`src/rtl/csw_pkg.sv`:
```
// ----------------------------------------------------------------------------
// csw_pkg
// shared types and constants of the category split walker
// ----------------------------------------------------------------------------
package csw_pkg;

    localparam int CFG_W  = 6;
    localparam int KEY_W  = 32;
    localparam int IDX_W  = 1;

    // register indexes of the configuration port
    localparam logic [IDX_W-1:0] REG_NUM_CATEGORIES = 1'b0;
    localparam logic [IDX_W-1:0] REG_ORDERED_MODE   = 1'b1;

    // operation codes
    localparam logic OP_LOAD = 1'b0;
    localparam logic OP_NEXT = 1'b1;

    // group marks of a category
    localparam logic [1:0] MARK_EMPTY = 2'd0;
    localparam logic [1:0] MARK_RIGHT = 2'd1;
    localparam logic [1:0] MARK_LEFT  = 2'd2;

    typedef struct packed {
        logic                    operation;
        logic                    new_set;
        logic                    has_members;
        logic signed [KEY_W-1:0] sort_key;
    } item_t;

    typedef struct packed {
        logic [CFG_W-1:0] category_index;
        logic             done_res;
    } result_t;

    // result handed from the sequencer to the output register
    typedef struct packed {
        logic    valid;
        result_t data;
    } res_req_t;

endpackage

```
`src/rtl/csw_ram.sv`:
```
// ----------------------------------------------------------------------------
// csw_ram
// generic single write port, single read port ram with registered read
// ----------------------------------------------------------------------------
module csw_ram #(
    parameter int WIDTH = 8,
    parameter int DEPTH = 32
) (
    input  logic                     clk,
    input  logic                     we,
    input  logic [$clog2(DEPTH)-1:0] waddr,
    input  logic [WIDTH-1:0]         wdata,
    input  logic [$clog2(DEPTH)-1:0] raddr,
    output logic [WIDTH-1:0]         rdata
);

    logic [WIDTH-1:0] mem [DEPTH];

    always_ff @(posedge clk)
    begin
        if (we)
        begin
            mem[waddr] <= wdata;
        end
        rdata <= mem[raddr];
    end

endmodule

```
`src/rtl/csw_seq.sv`:
```
// ----------------------------------------------------------------------------
// csw_seq
// sequencer: insertion sort on load, gray code or ordered walk on request
// ----------------------------------------------------------------------------
module csw_seq
    import csw_pkg::*;
#(
    parameter int MAX_CATEGORIES = 32
) (
    input  logic                              clk,
    input  logic                              rst_n,
    input  logic                              start,
    input  item_t                             item,
    input  logic [CFG_W-1:0]                  num_categories,
    input  logic                              ordered_mode,
    input  logic                              res_free,
    output logic                              busy,
    output res_req_t                          res,
    // sorted table ram
    output logic                              cell_we,
    output logic [$clog2(MAX_CATEGORIES)-1:0] cell_waddr,
    output logic [$clog2(MAX_CATEGORIES)+KEY_W-1:0] cell_wdata,
    output logic [$clog2(MAX_CATEGORIES)-1:0] cell_raddr,
    input  logic [$clog2(MAX_CATEGORIES)+KEY_W-1:0] cell_rdata,
    // mark ram
    output logic                              mark_we,
    output logic [$clog2(MAX_CATEGORIES)-1:0] mark_waddr,
    output logic [1:0]                        mark_wdata,
    output logic [$clog2(MAX_CATEGORIES)-1:0] mark_raddr,
    input  logic [1:0]                        mark_rdata
);

    localparam int AW = $clog2(MAX_CATEGORIES);
    localparam int CW = $clog2(MAX_CATEGORIES + 1);
    localparam int LW = (CW > CFG_W) ? CW : CFG_W;

    typedef enum logic [2:0] {
        S_IDLE,
        S_INS,
        S_ORD,
        S_GRAY,
        S_RES
    } state_t;

    state_t                  state_reg, state_next;
    logic [CW-1:0]           loaded_reg, loaded_next;
    logic [CW-1:0]           empty_reg, empty_next;
    logic [CW-1:0]           walk_reg, walk_next;
    logic [AW-1:0]           j_reg, j_next;
    logic [AW-1:0]           pos_reg, pos_next;
    logic signed [KEY_W-1:0] key_reg, key_next;
    logic                    members_reg, members_next;
    result_t                 res_reg, res_next;

    logic [LW-1:0]           lim;
    logic [LW-1:0]           num_ext;
    logic [CW-1:0]           eff_loaded;
    logic [CW-1:0]           eff_empty;
    logic signed [KEY_W-1:0] rd_key;
    logic [AW-1:0]           rd_cat;
    result_t                 done_word;

    assign num_ext = LW'(num_categories);
    assign lim     = (num_ext > LW'(MAX_CATEGORIES)) ? LW'(MAX_CATEGORIES) : num_ext;
    assign rd_key  = signed'(cell_rdata[KEY_W-1:0]);
    assign rd_cat  = cell_rdata[AW+KEY_W-1:KEY_W];

    assign eff_loaded = item.new_set ? '0 : loaded_reg;
    assign eff_empty  = item.new_set ? '0 : empty_reg;

    assign done_word.category_index = num_categories;
    assign done_word.done_res       = 1'b1;

    assign busy      = (state_reg != S_IDLE);
    assign res.valid = (state_reg == S_RES);
    assign res.data  = res_reg;

    always_comb
    begin
        state_next   = state_reg;
        loaded_next  = loaded_reg;
        empty_next   = empty_reg;
        walk_next    = walk_reg;
        j_next       = j_reg;
        pos_next     = pos_reg;
        key_next     = key_reg;
        members_next = members_reg;
        res_next     = res_reg;

        cell_we    = 1'b0;
        cell_waddr = j_reg;
        cell_wdata = {pos_reg, key_reg};
        cell_raddr = j_reg - AW'(1) - AW'(1);
        mark_we    = 1'b0;
        mark_waddr = j_reg;
        mark_wdata = MARK_LEFT;
        mark_raddr = j_reg + AW'(1);

        unique case (state_reg)
            S_IDLE:
            begin
                if (start)
                begin
                    if (item.operation == OP_LOAD)
                    begin
                        loaded_next = eff_loaded;
                        empty_next  = eff_empty;
                        if (item.new_set)
                        begin
                            walk_next = '0;
                        end
                        // a full table ignores the load
                        if (eff_loaded < CW'(MAX_CATEGORIES))
                        begin
                            mark_we      = 1'b1;
                            mark_waddr   = eff_loaded[AW-1:0];
                            mark_wdata   = item.has_members ? MARK_RIGHT : MARK_EMPTY;
                            pos_next     = eff_loaded[AW-1:0];
                            j_next       = eff_loaded[AW-1:0];
                            key_next     = item.sort_key;
                            members_next = item.has_members;
                            cell_raddr   = eff_loaded[AW-1:0] - AW'(1);
                            state_next   = S_INS;
                        end
                    end
                    else if (ordered_mode)
                    begin
                        if (LW'(walk_reg) < lim)
                        begin
                            cell_raddr = walk_reg[AW-1:0];
                            state_next = S_ORD;
                        end
                        else
                        begin
                            res_next   = done_word;
                            state_next = S_RES;
                        end
                    end
                    else
                    begin
                        if (lim < LW'(2))
                        begin
                            res_next   = done_word;
                            state_next = S_RES;
                        end
                        else
                        begin
                            mark_raddr = '0;
                            j_next     = '0;
                            state_next = S_GRAY;
                        end
                    end
                end
            end

            S_INS:
            begin
                // cell_rdata holds entry j-1 when j is above the empty region
                cell_we = 1'b1;
                if ((CW'(j_reg) == empty_reg) || (members_reg && !(rd_key > key_reg)))
                begin
                    cell_wdata  = {pos_reg, key_reg};
                    loaded_next = CW'(pos_reg) + CW'(1);
                    empty_next  = empty_reg + CW'(!members_reg);
                    walk_next   = empty_reg + CW'(!members_reg);
                    state_next  = S_IDLE;
                end
                else
                begin
                    cell_wdata = cell_rdata;
                    j_next     = j_reg - AW'(1);
                end
            end

            S_ORD:
            begin
                res_next.category_index = CFG_W'(rd_cat);
                res_next.done_res       = 1'b0;
                walk_next               = walk_reg + CW'(1);
                state_next              = S_RES;
            end

            S_GRAY:
            begin
                if (mark_rdata == MARK_RIGHT)
                begin
                    mark_we                 = 1'b1;
                    mark_wdata              = MARK_LEFT;
                    res_next.category_index = CFG_W'(j_reg);
                    res_next.done_res       = 1'b0;
                    state_next              = S_RES;
                end
                else
                begin
                    // left flips back to right and the carry moves on
                    mark_we    = (mark_rdata == MARK_LEFT);
                    mark_wdata = MARK_RIGHT;
                    if (LW'(j_reg) + LW'(2) < lim)
                    begin
                        j_next = j_reg + AW'(1);
                    end
                    else
                    begin
                        res_next   = done_word;
                        state_next = S_RES;
                    end
                end
            end

            S_RES:
            begin
                if (res_free)
                begin
                    state_next = S_IDLE;
                end
            end

            default:
            begin
                state_next = S_IDLE;
            end
        endcase
    end

    always_ff @(posedge clk or negedge rst_n)
    begin
        if (!rst_n)
        begin
            state_reg   <= S_IDLE;
            loaded_reg  <= '0;
            empty_reg   <= '0;
            walk_reg    <= '0;
            j_reg       <= '0;
            pos_reg     <= '0;
            key_reg     <= '0;
            members_reg <= 1'b0;
            res_reg     <= '0;
        end
        else
        begin
            state_reg   <= state_next;
            loaded_reg  <= loaded_next;
            empty_reg   <= empty_next;
            walk_reg    <= walk_next;
            j_reg       <= j_next;
            pos_reg     <= pos_next;
            key_reg     <= key_next;
            members_reg <= members_next;
            res_reg     <= res_next;
        end
    end

endmodule

```
`src/rtl/category_split_walker_unit.sv`:
```
// ----------------------------------------------------------------------------
// category_split_walker_unit
// walks two-group splits of categories, gray code or ordered by sort key
// ----------------------------------------------------------------------------
//
//  channel   signals                             beat
//  --------  ----------------------------------  ------------------------------
//  item      item_valid, item_stall, item        one load or one next request
//  result    result_valid, result_stall, result  one per next request
//  config    cfg_we, cfg_index, cfg_data         register write, no handshake
//
//  a load runs the insertion sort, shifting one entry per step down to its
//  slot, and a full table ignores it; the table ram gives one read and one
//  write a cycle
//  an ordered next reads one table entry, or reports done once the walk is
//  over; a gray code next scans the marks up to the last category but one,
//  one mark ram read a cycle, and reports done when no mark flips to left
//  item_stall is high while a beat is being worked on
//  the result register holds its beat while result_stall is high; the next
//  item is taken meanwhile, and a later result waits for the register
//  reset clears counters and registers; table and marks are valid once loaded
//
module category_split_walker_unit
    import csw_pkg::*;
#(
    parameter int MAX_CATEGORIES = 32
) (
    input  logic             clk,
    input  logic             rst_n,
    // item channel
    input  logic             item_valid,
    output logic             item_stall,
    input  item_t            item,
    // result channel
    output logic             result_valid,
    input  logic             result_stall,
    output result_t          result,
    // configuration
    input  logic             cfg_we,
    input  logic [IDX_W-1:0] cfg_index,
    input  logic [CFG_W-1:0] cfg_data
);

    localparam int AW     = $clog2(MAX_CATEGORIES);
    localparam int CELL_W = AW + KEY_W;

    // configuration registers
    logic [CFG_W-1:0] num_categories_reg;
    logic             ordered_mode_reg;

    // output register
    logic             result_valid_reg;
    result_t          result_reg;

    logic             busy;
    logic             start;
    logic             res_free;
    res_req_t         res;

    logic              cell_we;
    logic [AW-1:0]     cell_waddr;
    logic [CELL_W-1:0] cell_wdata;
    logic [AW-1:0]     cell_raddr;
    logic [CELL_W-1:0] cell_rdata;
    logic              mark_we;
    logic [AW-1:0]     mark_waddr;
    logic [1:0]        mark_wdata;
    logic [AW-1:0]     mark_raddr;
    logic [1:0]        mark_rdata;

    assign item_stall   = busy;
    assign start        = item_valid && !busy;
    assign res_free     = !result_valid_reg || !result_stall;
    assign result_valid = result_valid_reg;
    assign result       = result_reg;

    always_ff @(posedge clk or negedge rst_n)
    begin
        if (!rst_n)
        begin
            num_categories_reg <= '0;
            ordered_mode_reg   <= 1'b0;
        end
        else if (cfg_we)
        begin
            unique case (cfg_index)
                REG_NUM_CATEGORIES: num_categories_reg <= cfg_data;
                REG_ORDERED_MODE:   ordered_mode_reg   <= cfg_data[0];
                default:            ;
            endcase
        end
    end

    // result beat leaves on a free cycle, new one loads when the sequencer offers
    always_ff @(posedge clk or negedge rst_n)
    begin
        if (!rst_n)
        begin
            result_valid_reg <= 1'b0;
            result_reg       <= '0;
        end
        else if (res_free)
        begin
            result_valid_reg <= res.valid;
            if (res.valid)
            begin
                result_reg <= res.data;
            end
        end
    end

    // sorted table: category number and sort key per slot
    csw_ram #(
        .WIDTH (CELL_W),
        .DEPTH (MAX_CATEGORIES)
    ) u_cell_ram (
        .clk   (clk),
        .we    (cell_we),
        .waddr (cell_waddr),
        .wdata (cell_wdata),
        .raddr (cell_raddr),
        .rdata (cell_rdata)
    );

    // gray code group marks, indexed by category
    csw_ram #(
        .WIDTH (2),
        .DEPTH (MAX_CATEGORIES)
    ) u_mark_ram (
        .clk   (clk),
        .we    (mark_we),
        .waddr (mark_waddr),
        .wdata (mark_wdata),
        .raddr (mark_raddr),
        .rdata (mark_rdata)
    );

    csw_seq #(
        .MAX_CATEGORIES (MAX_CATEGORIES)
    ) u_seq (
        .clk            (clk),
        .rst_n          (rst_n),
        .start          (start),
        .item           (item),
        .num_categories (num_categories_reg),
        .ordered_mode   (ordered_mode_reg),
        .res_free       (res_free),
        .busy           (busy),
        .res            (res),
        .cell_we        (cell_we),
        .cell_waddr     (cell_waddr),
        .cell_wdata     (cell_wdata),
        .cell_raddr     (cell_raddr),
        .cell_rdata     (cell_rdata),
        .mark_we        (mark_we),
        .mark_waddr     (mark_waddr),
        .mark_wdata     (mark_wdata),
        .mark_raddr     (mark_raddr),
        .mark_rdata     (mark_rdata)
    );

endmodule

```
`config.mk`:
```
export PLATFORM = sky130hd
export DESIGN_NAME = category_split_walker_unit
export DESIGN_NICKNAME = d
export VERILOG_FILES = /design/src/rtl/csw_pkg.sv /design/src/rtl/csw_ram.sv /design/src/rtl/csw_seq.sv /design/src/rtl/category_split_walker_unit.sv
export SDC_FILE = /design/constraint.sdc
export NUM_CORES = 2
export LEC_CHECK = 0
export ABC_AREA = 0
export CAP_MARGIN = 10
export CORE_UTILIZATION = 30
export CTS_CLUSTER_SIZE = 12
export DETAILED_ROUTE_END_ITERATION = 10
export DONT_BUFFER_PORTS = 1
export GPL_ROUTABILITY_DRIVEN = 0
export PLACE_DENSITY = 0.51
export SYNTH_ARGS = -nofsm -noshare
export SYNTH_HDL_FRONTEND = slang
export SYNTH_SLANG_ARGS = --single-unit
```
`constraint.sdc`:
```
create_clock -name clk -period 6.2 [get_ports clk]
set_clock_uncertainty 0.2 [all_clocks]
set_input_delay 0.93 -clock clk [delete_from_list [all_inputs] [get_ports clk]]
set_output_delay 0.93 -clock clk [all_outputs]
set_load 0.02 [all_outputs]
```
==> PnR_summary.wiki <==
{| class="wikitable"
! Metric !! Value
|-
| Outcome || finished, violations left
|-
| Violated checks || design-rule violations
|-
| Area of the multi-input gates || ~15,000 µm²
|-
| Post-Syn Instances || 3,980
|-
| Floorplan die height || 438 µm
|-
| Drt total wl || 171,000 µm
|-
| Floorplan die area || approximately 190,000 µm²
|-
| Final Net Count || 4,066
|-
| TritonCTS clock tree || yes
|-
| Number of clock sinks || 1,373
|-
| Critical Path, Cell by Cell || ha_1 -> nand4_1 -> nor4_1 -> o21ai_0 -> o32ai_1 -> o21ai_4 -> buf_4 -> o21ai_2
|-
| Cell Rows || 159
|-
| DR vias/cell || around 5.3
|-
| Placed instance area || 60,300 µm²
|-
| Area of the mapped netlist || 56,900 µm²
|-
| Post-synthesis net count || 4,084
|-
| Insertion delay to the later sink of the worst-skew pair || a little under 0.8 ns
|-
| Largest net degree at the start of global routing || 134
|-
| Finish-stage setup viols || 0
|-
| Count of max-cap constraint violations || 0
|-
| Transition at the pin with the smallest max-transition slack || 1.11 ns
|-
| Most flops, register || u_cell_ram.mem
|-
| Worst-case clock buffer depth || 3
|-
| Starting utilization of the core area || 0.303
|-
| Post-route standard cell area excluding fillers || 65,000 µm²
|-
| Main combinational cell family by area after synthesis || compound AO/OA/AOI/OAI gates
|-
| Fraction of registers with async set or reset after synthesis || 0.0626
|-
| Core ar. || 188,000 µm²
|-
| Complex-gate fraction of the synthesized area || 0.118
|-
| Syn-to-layout area delta || 14.2%
|-
| Buffers on Ports || 0
|-
| Path type of the worst setup path || reg2reg
|-
| Crit Path Max Fanout || 32
|-
| Most instantiated flip-flop cell in the synthesis netlist || edfxtp_1
|-
| Type of element capturing the critical path || flip-flop
|-
| Ports placed on the boundary || 56
|-
| CTS Buf Count || 150
|-
| Post-synthesis adder-cell area fraction || 0.0125
|-
| Total area of sequential cells || 40,400 µm²
|-
| Largest registers || u_cell_ram.mem x1184, u_mark_ram.mem x64, u_cell_ram.rdata x37
|-
| Wire per inst || 26.0 µm
|-
| Global-route usage over all layers || 0.175
|-
| Required time worst endpoint || 6.42 ns
|-
| Count of unresolved DRC violations after routing || 6
|-
| Die boundary width || between 400 and 500 µm
|-
| Unrepaired setup endpoints after global routing || false
|-
| Max stage delay cell, worst path || o32ai_1
|-
| Detail Route Antenna Nets || 0
|-
| Worst slew margin relative to its limit || 0.258
|-
| Clock period minus final worst setup slack || roughly 5.3 ns
|-
| Synth Area in XOR/XNOR || 0.00382
|-
| Total congestion overflow || 0
|-
| Hold slack || 0.0641 ns
|-
| Startpoint type of the worst setup path || flip-flop
|-
| Wire length of the first global-routing pass || 246,000 µm
|-
| Post-CTS sizing || 0
|-
| Post-Synth Simple-Gate Area || 0.0770
|-
| Antenna violations before repair || 4
|-
| Clk Tree Root Cell || clkbuf_16
|-
| Leading cell types in the layout, fill and taps excluded || edfxtp_1, nand2_1, mux2i_1, a21oi_1, clkbuf_16
|-
| Worst min path class || in2reg
|-
| Layout cells sized above 1 || 0.118
|-
| Data arrival time of the critical path || 5.47 ns
|-
| Detailed placer's ending HPWL || 90,300 µm
|-
| Sequential-to-total area share from yosys stat || 0.710
|-
| Number of fill cells in the layout || 18,200
|-
| Commonest non-fill, non-tap cell in the layout || edfxtp_1
|-
| Warnings, synthesis || 0
|-
| Number of vias after detailed routing || 34,900
|-
| Flip-flop and latch count after synthesis || 1,373
|-
| Final core occ || 0.345
|-
| Number of pins exceeding their max-slew limit in the final report || 0
|-
| CTS H-Tree Depth || 4
|-
| Share of the cycle needed by the critical path after routing || 0.847
|-
| Detailed-routing iteration count for the pre-antenna-repair pass || 11
|-
| Avg Cell Area, Syn || 14.3 µm²
|-
| Share of cell area taken by muxes after synthesis || 0.0527
|-
| Drt initial violations || 3,585
|-
| Largest register FFs || 1,184
|-
| Via count of the first global-routing pass || 33,700
|-
| Sum of negative setup slack || 0 ns
|-
| Distinct cells, synth || 92
|-
| Number of hold violations in the final report || 0
|-
| Clock transition time at the flip-flop clock pins of the worst setup and hold paths || 0.06 ns
|-
| Max Fclk || 0.190 GHz
|-
| Number of buffers inserted by post-CTS setup repair || 0
|-
| CP max stage delay || 0.94 ns
|-
| Number of enable flip-flop cells after synthesis || 1,248
|}
cell usage after synthesis (all sizes together) (6+ instances only):
library cell / n / area, µm²
edfxtp: 1248 / 37500
nand2: 697 / 2620
mux2i: 239 / 2390
a21oi: 206 / 1030
clkbuf: 147 / 552
buf: 135 / 742
a211oi: 125 / 943
a32oi: 109 / 955
nand3: 98 / 495
nor2: 96 / 378
dfrtp: 86 / 2150
a221oi: 78 / 871
a311oi: 73 / 646
o311a: 72 / 721
o21ai: 68 / 344
nor3: 61 / 315
ha: 57 / 713
mux2: 54 / 608
inv: 52 / 195
a22oi: 51 / 453
dfxtp: 39 / 781
a21o: 18 / 135
xnor2: 14 / 130
or3: 10 / 62.6
xor2: 10 / 87.6
nand4: 9 / 56.3
nor2b: 9 / 56.3
o31ai: 8 / 70.1
nand2b: 7 / 43.8
o211ai: 7 / 62.6
o21a: 7 / 52.6
a22o: 6 / 52.6
a31oi: 6 / 52.6
and3: 6 / 37.5
nor4: 6 / 43.8
per-layer routing:
metal  track usage  part of all wire  up-vias
met5             0                 0        -
met2         0.282              0.47     1111
li1              -                 -    15500
met4        0.0500             0.025        0
met3        0.0255             0.060      237
met1         0.245              0.44    18100
kinds of logic (layout without fill, tap and decap cells):
family | count (synthesis) | after routing
compound gates | 869 | 869
xor+xnor | 24 | 24
fa+ha+maj | 57 | 57
buf+inv | 335 | 443
flops | 1373 | 1373
mux | 293 | 293
other cells | 0 | 2
simple gates | 1029 | 1029
worst max-delay path, delay by kind of cell, from the launching register on:
family	cells	cell delay (ns)
compound gates	4	2.34
fa+ha+maj	1	0.38
buf+inv	1	0.32
simple gates	2	1.25
flops	1	0.38
area by class of cell:
class,instances,share of cell area
Sequential cell,1373,0.622
Multi-Input combinational cell,2272,0.237
Clock buffer,216,0.0639
Tap cell,2495,0.0480
Timing Repair Buffer,112,0.0183
Clock inverter,62,0.00799
Inverter,53,0.00306
Antenna cell,2,0.0000770
through the flow:
stage | setup WS (ns) | std cells
floorplan | 1.57 | 3980
global placement | 1.01 | 6303
detailed placement | 1.02 | 6303
CTS | 0.959 | 6583
global route | 0.790 | 6583
finish | 0.947 | 6585
worst paths after layout:
check                           cells past startpoint  slack, ns            startpoint               endpoint
worst max register to register                      8       0.95  u_cell_ram.rdata[31]  u_cell_ram.mem[28][0]
min in group asynchronous                           2       0.56                 rst_n              result[3]
worst min-delay path                                2       0.06               item[0]       u_seq.key_reg[0]
max in group asynchronous                           2       4.75                 rst_n      u_seq.key_reg[22]
worst min register to register                      2       0.28          u_seq.res[6]           u_seq.res[6]
worst max-delay path                                8       0.95  u_cell_ram.rdata[31]  u_cell_ram.mem[28][0]
what timing repair did:
action / in CTS / in global routing
hold endpoints to repair: 86 / 0
setup endpoints to repair: 0 / 0
hold buffers: 2 / 0
Power is not shown: default switching activity piles up to over one toggle a cycle in this logic, so the estimate is an artifact.
